### src/rtl/ritoa_pkg.sv
// Shared types, constants and the sequencer program of the radix integer-to-ASCII converter.
package ritoa_pkg;

   localparam int VALUE_W   = 32;
   localparam int MODE_W    = 2;
   localparam int CNT_W     = 6;
   localparam int IDX_W     = 5;
   localparam int CHAR_W    = 7;
   localparam int DIGIT_W   = 4;
   localparam int DIGIT_CAP = 32;
   localparam int DEC_SHIFT = 35;
   localparam int QDEC_W    = 2 * VALUE_W - DEC_SHIFT;

   localparam logic [VALUE_W-1:0] DEC_RECIP = 32'hCCCC_CCCD;

   localparam logic [MODE_W-1:0] MODE_BIN = 2'd0;
   localparam logic [MODE_W-1:0] MODE_DEC = 2'd1;

   typedef logic [1:0] step_type;

   localparam step_type STEP_IDLE = 2'd0;
   localparam step_type STEP_MUL  = 2'd1;
   localparam step_type STEP_DIV  = 2'd2;
   localparam step_type STEP_EMIT = 2'd3;

   typedef enum logic [1:0] {
      COND_NEVER,
      COND_NO_REQ,
      COND_MORE,
      COND_EMIT_PENDING
   } cond_type;

   typedef struct packed {
      logic     load;
      logic     mul;
      logic     div;
      logic     emit;
      cond_type cond;
      step_type target;
   } ctl_type;

   typedef struct packed {
      logic req_valid;
      logic more;
      logic emit_done;
   } flags_type;

   function automatic ctl_type rom_word(step_type step);
      ctl_type w;
      w = '{load: 1'b0, mul: 1'b0, div: 1'b0, emit: 1'b0, cond: COND_NEVER, target: STEP_IDLE};
      case (step)
         STEP_IDLE: begin
            w.load = 1'b1; w.cond = COND_NO_REQ; w.target = STEP_IDLE;
         end
         STEP_MUL: begin
            w.mul = 1'b1; w.cond = COND_NEVER; w.target = STEP_IDLE;
         end
         STEP_DIV: begin
            w.div = 1'b1; w.cond = COND_MORE; w.target = STEP_MUL;
         end
         STEP_EMIT: begin
            w.emit = 1'b1; w.cond = COND_EMIT_PENDING; w.target = STEP_EMIT;
         end
         default: begin
            w.cond = COND_NEVER;
         end
      endcase
      return w;
   endfunction

   function automatic logic [CHAR_W-1:0] glyph(logic [DIGIT_W-1:0] d);
      logic [CHAR_W-1:0] c;
      if (d < 4'd10) begin
         c = 7'd48 + {3'd0, d};
      end else begin
         c = 7'd55 + {3'd0, d};
      end
      return c;
   endfunction

endpackage

### src/rtl/ritoa_if.sv
// Valid/ready channel interfaces for the request and response sides.
interface ritoa_req_if;
   logic                              valid;
   logic                              ready;
   logic [ritoa_pkg::VALUE_W-1:0]     value;
   logic [ritoa_pkg::MODE_W-1:0]      mode;
   logic [ritoa_pkg::CNT_W-1:0]       max_digits;

   modport source (output valid, value, mode, max_digits, input ready);
   modport sink   (input valid, value, mode, max_digits, output ready);
endinterface

interface ritoa_rsp_if;
   logic                              valid;
   logic                              ready;
   logic [ritoa_pkg::CHAR_W-1:0]      ascii_char;
   logic                              last;

   modport source (output valid, ascii_char, last, input ready);
   modport sink   (input valid, ascii_char, last, output ready);
endinterface

### src/rtl/radix_integer_to_ascii.sv
// Top level: radix integer-to-ASCII converter with digit store and output register.
//
// Usage: a request beat on req_if carries a 32-bit unsigned value, a radix mode
// (0 binary, 1 decimal, 2 or 3 upper-case hex) and a digit limit (0 acts as 1,
// above 32 acts as 32). The block answers with one rsp_if beat per ASCII digit,
// most significant first, no leading zeros, at least one digit; when the value
// has more digits than the limit, only the least significant ones are sent.
// The final digit beat has last set.
// Timing: each digit costs a multiply step and a divide step of the
// sequencer (the decimal quotient comes from a registered reciprocal
// multiply), then digits leave one per cycle from the output register
// while the receiver is ready.
// A new request is taken once the sequencer is back at its idle step, even
// while the final digit still waits in the output register.
// Reset (synchronous, active high) returns the sequencer to idle and drops
// rsp valid. A stalled receiver holds the output register and the sequencer
// waits in its emit step; nothing is lost.
module radix_integer_to_ascii (
   input logic        clock,
   input logic        reset,
   ritoa_req_if.sink   req_if,
   ritoa_rsp_if.source rsp_if
);

   ritoa_pkg::ctl_type   ctl;
   ritoa_pkg::flags_type flags;
   ritoa_pkg::step_type  step;

   logic [ritoa_pkg::VALUE_W-1:0]   val_ff, val_in;
   logic [ritoa_pkg::MODE_W-1:0]    mode_ff, mode_in;
   logic [ritoa_pkg::CNT_W-1:0]     limit_ff, limit_in;
   logic [ritoa_pkg::CNT_W-1:0]     cnt_ff, cnt_in;
   logic [ritoa_pkg::QDEC_W-1:0]    qdec_ff, qdec_in;
   logic [ritoa_pkg::IDX_W-1:0]     rd_idx_ff, rd_idx_in;
   logic                            out_valid_ff, out_valid_in;
   logic [ritoa_pkg::CHAR_W-1:0]    out_char_ff;
   logic                            out_last_ff;
   logic [ritoa_pkg::DIGIT_W-1:0]   store [ritoa_pkg::DIGIT_CAP];

   logic                            accept;
   logic                            emit_go;
   logic [2*ritoa_pkg::VALUE_W-1:0] prod;
   logic [ritoa_pkg::VALUE_W-1:0]   quot;
   logic [ritoa_pkg::DIGIT_W-1:0]   rem;
   logic [ritoa_pkg::DIGIT_W-1:0]   q10_lo;
   logic [ritoa_pkg::CNT_W-1:0]     cnt_next;
   logic [ritoa_pkg::CNT_W-1:0]     lim_sat;

   ritoa_seq u_seq (
      .clock (clock),
      .reset (reset),
      .flags (flags),
      .ctl   (ctl),
      .step  (step)
   );

   assign req_if.ready      = ctl.load;
   assign accept            = req_if.valid && ctl.load;
   assign rsp_if.valid      = out_valid_ff;
   assign rsp_if.ascii_char = out_char_ff;
   assign rsp_if.last       = out_last_ff;

   assign emit_go  = ctl.emit && (!out_valid_ff || rsp_if.ready);
   assign prod     = val_ff * ritoa_pkg::DEC_RECIP;
   assign cnt_next = cnt_ff + 6'd1;

   always_comb begin
      if (req_if.max_digits == '0) begin
         lim_sat = 6'd1;
      end else if (req_if.max_digits > 6'(ritoa_pkg::DIGIT_CAP)) begin
         lim_sat = 6'(ritoa_pkg::DIGIT_CAP);
      end else begin
         lim_sat = req_if.max_digits;
      end
   end

   always_comb begin
      q10_lo = '0;
      case (mode_ff)
         ritoa_pkg::MODE_BIN: begin
            quot = {1'b0, val_ff[ritoa_pkg::VALUE_W-1:1]};
            rem  = {3'd0, val_ff[0]};
         end
         ritoa_pkg::MODE_DEC: begin
            quot   = {3'd0, qdec_ff};
            q10_lo = {qdec_ff[2:0], 1'b0} + {qdec_ff[0], 3'd0};
            rem    = val_ff[3:0] - q10_lo;
         end
         default: begin
            quot = {4'd0, val_ff[ritoa_pkg::VALUE_W-1:4]};
            rem  = val_ff[3:0];
         end
      endcase
   end

   assign flags.req_valid = req_if.valid;
   assign flags.more      = (quot != '0) && (cnt_next < limit_ff);
   assign flags.emit_done = emit_go && (rd_idx_ff == '0);

   always_comb begin
      val_in    = val_ff;
      mode_in   = mode_ff;
      limit_in  = limit_ff;
      cnt_in    = cnt_ff;
      qdec_in   = qdec_ff;
      rd_idx_in = rd_idx_ff;
      if (accept) begin
         val_in   = req_if.value;
         mode_in  = req_if.mode;
         limit_in = lim_sat;
         cnt_in   = '0;
      end
      if (ctl.mul) begin
         qdec_in = prod[2*ritoa_pkg::VALUE_W-1:ritoa_pkg::DEC_SHIFT];
      end
      if (ctl.div) begin
         val_in    = quot;
         cnt_in    = cnt_next;
         rd_idx_in = cnt_ff[ritoa_pkg::IDX_W-1:0];
      end
      if (emit_go) begin
         rd_idx_in = rd_idx_ff - 5'd1;
      end
   end

   always_comb begin
      out_valid_in = out_valid_ff;
      if (emit_go) begin
         out_valid_in = 1'b1;
      end else if (rsp_if.ready) begin
         out_valid_in = 1'b0;
      end
   end

   always_ff @(posedge clock) begin
      if (reset) begin
         cnt_ff       <= '0;
         out_valid_ff <= 1'b0;
      end else begin
         cnt_ff       <= cnt_in;
         out_valid_ff <= out_valid_in;
      end
   end

   always_ff @(posedge clock) begin
      val_ff    <= val_in;
      mode_ff   <= mode_in;
      limit_ff  <= limit_in;
      qdec_ff   <= qdec_in;
      rd_idx_ff <= rd_idx_in;
   end

   // digit store: written by the divide step, read into the output register
   always_ff @(posedge clock) begin
      if (ctl.div) begin
         store[cnt_ff[ritoa_pkg::IDX_W-1:0]] <= rem;
      end
      if (emit_go) begin
         out_char_ff <= ritoa_pkg::glyph(store[rd_idx_ff]);
         out_last_ff <= (rd_idx_ff == '0);
      end
   end

   a_accept_starts: assert property (@(posedge clock) disable iff (reset)
      accept |=> (step == ritoa_pkg::STEP_MUL) && (cnt_ff == '0))
      else $error("accepted request did not start a conversion");

   a_dec_digit: assert property (@(posedge clock) disable iff (reset)
      (ctl.div && mode_ff == ritoa_pkg::MODE_DEC) |-> (rem < 4'd10))
      else $error("decimal remainder out of range");

   a_count_bound: assert property (@(posedge clock) disable iff (reset)
      (step == ritoa_pkg::STEP_EMIT) |-> (cnt_ff != '0) && (cnt_ff <= limit_ff))
      else $error("digit count outside limit during emit");

   a_read_idx: assert property (@(posedge clock) disable iff (reset)
      (step == ritoa_pkg::STEP_EMIT) |-> ({1'b0, rd_idx_ff} < cnt_ff))
      else $error("read index beyond produced digits");

endmodule

### src/rtl/ritoa_seq.sv
// Microcode sequencer: step counter, program ROM and conditional jumps.
module ritoa_seq (
   input  logic                  clock,
   input  logic                  reset,
   input  ritoa_pkg::flags_type  flags,
   output ritoa_pkg::ctl_type    ctl,
   output ritoa_pkg::step_type   step
);

   ritoa_pkg::step_type step_ff;
   ritoa_pkg::step_type step_in;
   logic                taken;

   assign ctl  = ritoa_pkg::rom_word(step_ff);
   assign step = step_ff;

   always_comb begin
      case (ctl.cond)
         ritoa_pkg::COND_NEVER:        taken = 1'b0;
         ritoa_pkg::COND_NO_REQ:       taken = !flags.req_valid;
         ritoa_pkg::COND_MORE:         taken = flags.more;
         ritoa_pkg::COND_EMIT_PENDING: taken = !flags.emit_done;
         default:                      taken = 1'b0;
      endcase
   end

   always_comb begin
      step_in = taken ? ctl.target : step_ff + 2'd1;
   end

   always_ff @(posedge clock) begin
      if (reset) begin
         step_ff <= ritoa_pkg::STEP_IDLE;
      end else begin
         step_ff <= step_in;
      end
   end

endmodule
### src/flat_wrapper.sv
// flat-port wrapper written by rule: the top's interface ports become plain ports
module radix_integer_to_ascii_flat 
  (clock, reset, req_if_valid, req_if_value, req_if_mode, req_if_max_digits, req_if_ready, rsp_if_valid, rsp_if_ascii_char, rsp_if_last, rsp_if_ready);
  ritoa_req_if req_if_i ();
  ritoa_rsp_if rsp_if_i ();
  input logic clock;
  input logic reset;
  input wire logic [$bits(req_if_i.valid)-1:0] req_if_valid;
  input wire logic [$bits(req_if_i.value)-1:0] req_if_value;
  input wire logic [$bits(req_if_i.mode)-1:0] req_if_mode;
  input wire logic [$bits(req_if_i.max_digits)-1:0] req_if_max_digits;
  output wire logic [$bits(req_if_i.ready)-1:0] req_if_ready;
  output wire logic [$bits(rsp_if_i.valid)-1:0] rsp_if_valid;
  output wire logic [$bits(rsp_if_i.ascii_char)-1:0] rsp_if_ascii_char;
  output wire logic [$bits(rsp_if_i.last)-1:0] rsp_if_last;
  input wire logic [$bits(rsp_if_i.ready)-1:0] rsp_if_ready;
  assign req_if_i.valid = req_if_valid;
  assign req_if_i.value = req_if_value;
  assign req_if_i.mode = req_if_mode;
  assign req_if_i.max_digits = req_if_max_digits;
  assign req_if_ready = req_if_i.ready;
  assign rsp_if_valid = rsp_if_i.valid;
  assign rsp_if_ascii_char = rsp_if_i.ascii_char;
  assign rsp_if_last = rsp_if_i.last;
  assign rsp_if_i.ready = rsp_if_ready;
  radix_integer_to_ascii u_core (.clock(clock), .reset(reset), .req_if(req_if_i), .rsp_if(rsp_if_i));
endmodule
### config.mk
export PLATFORM = sky130hd
export DESIGN_NAME = radix_integer_to_ascii_flat
export DESIGN_NICKNAME = d
export VERILOG_FILES = /design/src/rtl/ritoa_pkg.sv /design/src/rtl/ritoa_if.sv /design/src/rtl/radix_integer_to_ascii.sv /design/src/rtl/ritoa_seq.sv /design/src/flat_wrapper.sv
export SDC_FILE = /design/constraint.sdc
export NUM_CORES = 1
export LEC_CHECK = 0
export BUFFER_PORTS_ARGS = -buffer_cell sky130_fd_sc_hd__clkbuf_2
export CORE_MARGIN = 3
export CORE_UTILIZATION = 60
export DETAILED_ROUTE_END_ITERATION = 8
export GPL_ROUTABILITY_DRIVEN = 0
export PLACE_DENSITY_LB_ADDON = 0.15
export SLEW_MARGIN = 10
export SYNTH_ARGS = -nofsm -noshare
export SYNTH_HDL_FRONTEND = slang
export SYNTH_SLANG_ARGS = --single-unit
### constraint.sdc
create_clock -name clock -period 7.6 [get_ports clock]
set_input_delay 0.38 -clock clock [delete_from_list [all_inputs] [get_ports clock]]
set_output_delay 0.38 -clock clock [all_outputs]
set_load 0.02 [all_outputs]
Word-level counts from Yosys, hierarchy flattened --
Memory sizes are Yosys's and may differ from the RTL's. A register that Yosys moved wholly into a read port is not among the register bits. Cells that the tools add are included.
Cells by class: add/sub/neg operators 7, $mul 1, equal/unequal tests 7, mux-type cells 22, order comparisons 3, reductions and logical operators 18
Operators by type and width (number):
- multiplier 32 x 32 -> 64 bit, second input constant | 1
- two-way mux 32 bit | 2
- one-hot mux 31 bit (2 select lines) | 1
- nonzero test 32 bit | 1
- two-way mux 6 bit | 3
- one-hot mux 4 bit (4 select lines) | 1
- two-way mux 5 bit | 3
- adder 6 x 4 -> 7 bit, first input constant | 2
- == test 2 bit, second input constant | 4
- two-way mux 1 bit | 8
- one-hot mux 4 bit (2 select lines) | 1
- two-way mux 7 bit | 1
- adder 6 x 1 -> 6 bit, second input constant | 1
- == test 2 x 1 -> 1 bit, second input constant | 3
- > comparator 6 bit, second input constant | 1
- logical NOT 2 bit | 3
- logical NOT 6 bit | 1
- < comparator 6 bit | 1
- nonzero test 2 bit | 3
- logical NOT 5 bit | 1
- subtractor 5 x 1 -> 5 bit, second input constant | 1
- adder 4 bit | 1
- logical AND 1 bit | 4
- < comparator 4 bit, second input constant | 1
- other kinds (7) | 9
Storage, ports and cells: memories kept 1, output and inout port bits 10, memory bits (writable) 128, word-level logic and storage cells 70, bits of input ports 44, flip-flop bits (word level) 91
Memories:
- u_core.store | words 32, width 4, rd ports 1, clocked after memory_dff 1, wr ports 1, RTL line radix_integer_to_ascii.sv:38 | logic [ritoa_pkg::DIGIT_W-1:0] store [ritoa_pkg::DIGIT_CAP];

Logic depth before layout (Yosys ltp) --
depth after elaboration 7, mapped depth 25, gate-level depth less buffers 25

Modules after synthesis --
From an unflattened synthesis, not the netlist that was laid out.
Unflattened totals: cell total of the unflattened synthesis 2268, area, all modules 26260.2 µm²
By module, submodules not included:
- radix_integer_to_ascii | seq. area each 6546.3 µm², cells each 2245, instances 1, area an instance 26052.5 µm²
- ritoa_seq | seq. area each 40.0 µm², cells each 23, instances 1, area an instance 207.7 µm²

Worst setup path after synthesis --
Ideal clock, no wire load.
path type register -> register, start point register u_core.val_ff[9] (netlist name), end point register u_core.qdec_ff[21] (netlist name), data pin, path buffers 1, cell stages (with the launch flop) 24, required time 7.340 ns, arrival time 6.598 ns, path slack 0.742 ns, path through edfxtp_1 -> ha_1 -> clkbuf_1 -> xor2_1 -> ha_1 -> a21o_1 -> fa_1 -> inv_1 -> fa_1 -> inv_1 -> fa_1 -> fa_1 -> fa_1 -> fa_1 -> ha_1 -> a21o_1 -> a21o_1 -> a221o_1 -> a41oi_1 -> nand4_1 -> o211ai_2 -> o21ai_2 -> a221oi_2 -> xnor2_1
On the way: cells in the longest elaborated chain, start to end 1
Ends and longest elaborated chain:
- from (decl) | RTL line radix_integer_to_ascii.sv:29 | logic [ritoa_pkg::VALUE_W-1:0] val_ff, val_in;
- from (signal assigned) | RTL line radix_integer_to_ascii.sv:146 | val_ff <= val_in;
- multiplier 32 x 32 -> 64 bit | RTL line radix_integer_to_ascii.sv:64 | assign prod = val_ff * ritoa_pkg::DEC_RECIP;
- named net u_core.prod, one bit | RTL line radix_integer_to_ascii.sv:42 | logic [2*ritoa_pkg::VALUE_W-1:0] prod;
- to (signal assigned) | RTL line radix_integer_to_ascii.sv:149 | qdec_ff <= qdec_in;
- to (decl) | RTL line radix_integer_to_ascii.sv:33 | logic [ritoa_pkg::QDEC_W-1:0] qdec_ff, qdec_in;
The timed path passes the listed nets, and every way through them passes these cells. A chain may end at the register's enable or synchronous reset.

Final worst setup path --
start point register u_core.val_ff[20] (netlist name), end point register u_core.qdec_ff[26] (netlist name), data pin
The elaborated chain is that of the path after synthesis.

==> metrics.txt <==
largest net degree at the start of global routing 50; worst-case clock buffer depth 3; Max H-tree Level 1; Fin. Hold Viols 0; startpoint types flip-flop; first-pass iteration count of the detailed router 5; register area share after synthesis about 25%; period utilization 98.3%; DR vias around 18,000; # DRC 0; slew at the pin closest to its max-slew limit 0.950 ns; achievable frequency 0.134 GHz; IO Port Bufs 53; R2R setup slack 0.13 ns; top post-synthesis cells by area fa_1, edfxtp_1, ha_1; HP Class in -> reg; WL/cell approximately 23 um; Die X roughly 220 um; CP required a little under 8 ns; critical path arrival a little under 8 ns; clk slew on worst S/H paths around 0.070 ns; most frequent CP cell fa_1; synth warn 0; metal2 WL about 34 mm; Post-synth top cells inv_1, fa_1, ha_1; CTS tree done; number of synthesized flops with an enable pin 210; Fillers ~3,300; post-synth top area cell fa_1; syn_nets between 3,000 and 4,000; fin. max-slew vios 0; Post-Syn Instances 2,358; vias in the first global route 19,011; antenna violations before repair 3; max-cap violations 0; post-layout minimum cycle time around 7.5 ns; cells along the critical path ha_2, inv_1, fa_1, inv_1, fa_1, fa_1, fa_1, fa_1, fa_1, fa_1, ha_1, nand4_1, buf_4, nor4_2, o211ai_1, buf_4, a21oi_2, buf_4, nand4_1, a31o_2, a21oi_1; Mean Syn Cell Area roughly 11 sq um; drt total wl between 70 and 80 mm; DR vias/cell roughly 5.7; design area 29,200 sq um; Crit Path Max Fanout 5; placed standard-cell area about 28,000 sq um; Synth async-reset ratio 0%; Worst Skew 0.0223 ns; Ports 54; Die Area approximately 47,000 sq um; CP max stage delay just under 0.6 ns; GRT Overall Usage 30.9%; total clock sinks about 220; DRT iter0 DRCs between 1,000 and 1,500; top-area cell type share of the netlist area between 20% and 30%; first-pass GRT wire length ~110 mm; fraction of layout cells with a size suffix above 1 about an eighth; most instantiated library cell after synthesis inv_1; Final HPWL DP roughly 61 mm; Synth cell types 77; DIE HEIGHT between 200 and 250 um; gr ovfl total 0; area grow syn2layout 9.02%; Mapped Area 26,800 sq um; FF+latch area 6590 sq um; area of the multi-input gates 18,000 sq um; CTS Buf Count 21; Yosys reg bits between 200 and 250; Hold Slack ~0.046 ns; Critical-path top delay cell fa_1; Crit Path Class reg -> reg; Primary FF master, synth edfxtp_1; Total Nets Final 3,291; Slew HR a little over a third; initial core utilization about three fifths; met1 WL 27.7 mm; setup violators final 0; met3 wire length between 5 and 6 mm; floorplan row count between 70 and 80; core area 43,600 sq um; worst skew pair latency 0.53 ns; clock root cell clkbuf_16; # hold bufs at CTS 0; Setup crit end kind flip-flop; status completed; top routing layer in use met4; antenna-violating nets left 0; RSZ-0062 raised after global routing yes
[flip-flops by register name, indices dropped and copies added, names as in the netlist, named ones only]
signal and count:
u_core.cnt_ff 6, u_core.limit_ff 6, u_core.mode_ff 2, u_core.qdec_ff 29, u_core.rd_idx_ff 5, u_core.rsp_if.ascii_char 7, u_core.rsp_if.last 1, u_core.rsp_if.valid 1
u_core.store 128, u_core.u_seq.step 2, u_core.val_ff 32
[critical path: cells and delay by family (launching register included)]
| kind | cells | cell delay [ns] |
|---|---|---|
| adder cells (fa/ha/maj) | 9 | 4.39 |
| buffers and inverters | 5 | 0.79 |
| flip-flops | 1 | 0.54 |
| AO/OA/AOI/OAI | 4 | 0.77 |
| AND/OR/NAND/NOR | 3 | 0.83 |
[final cells by class]
cell class,count,area share [%]
diodes,2,0.0171
clock buffers,26,1.93
clock inverters,12,0.321
inverters,573,7.37
multi-input cells,1513,61.6
flip-flops and latches,224,22.6
well taps,585,2.51
repair buffers,160,3.73
[per-stage QoR]
step           TNS (ns)  setup WS (ns)  cells  utilization, %
2_1_floorplan         0          0.742   2358               -
3_3_place_gp     -0.206         -0.138   3046            65.0
3_5_place_dp     -0.378         -0.123   3046            65.0
4_1_cts               0        0.00982   3086            66.6
5_1_grt          -0.223        -0.0438   3095            67.0
6_report              0          0.132   3095            67.0
[timing repair]
item / in CTS / in global routing
setup endpoints to repair: 9 / 13
pin swaps: 0 / 8
setup buffers: 2 / 6
gates cloned: 0 / 0
gates resized for setup: 2 / 25
[per-layer routing]
layer	global-route usage (%)	vias up
met5	0	-
met3	7.12	184
met4	13.0	0
met2	50.5	766
li1	-	7993
met1	40.1	8838
[cell usage in the layout, fill, tap and decap left out, drive strengths merged, types with 34 or more instances in the layout]
master / netlist / final
clkbuf: 31 / 79
o21ai: 78 / 78
nand2: 108 / 108
mux2: 34 / 34
inv: 572 / 573
ha: 366 / 366
fa: 388 / 388
edfxtp: 210 / 210
a21oi: 78 / 78
xnor2: 39 / 39
a21o: 44 / 44
buf: 17 / 107
xor2: 49 / 49
mux4: 40 / 40
nor2: 74 / 74
[kinds of logic after synthesis]
kind of cell,after synthesis,share of synthesized area [%]
fa+ha+maj,754,46.1
buf+inv,621,8.87
simple gates,296,5.18
compound gates,268,6.33
flops,224,24.6
mux,107,6.04
xor+xnor,88,2.88
[worst paths after layout]
check | end | depth (start not counted) | start
max | u_core.qdec_ff[26] | 21 | u_core.val_ff[20]
min | u_core.mode_ff[1] | 1 | req_if_mode[1]
min reg2reg | u_core.rsp_if.valid | 2 | u_core.rsp_if.valid
max reg2reg | u_core.qdec_ff[26] | 21 | u_core.val_ff[20]
Power is not shown: default switching activity piles up to over one toggle a cycle in this logic, so the estimate is an artifact.
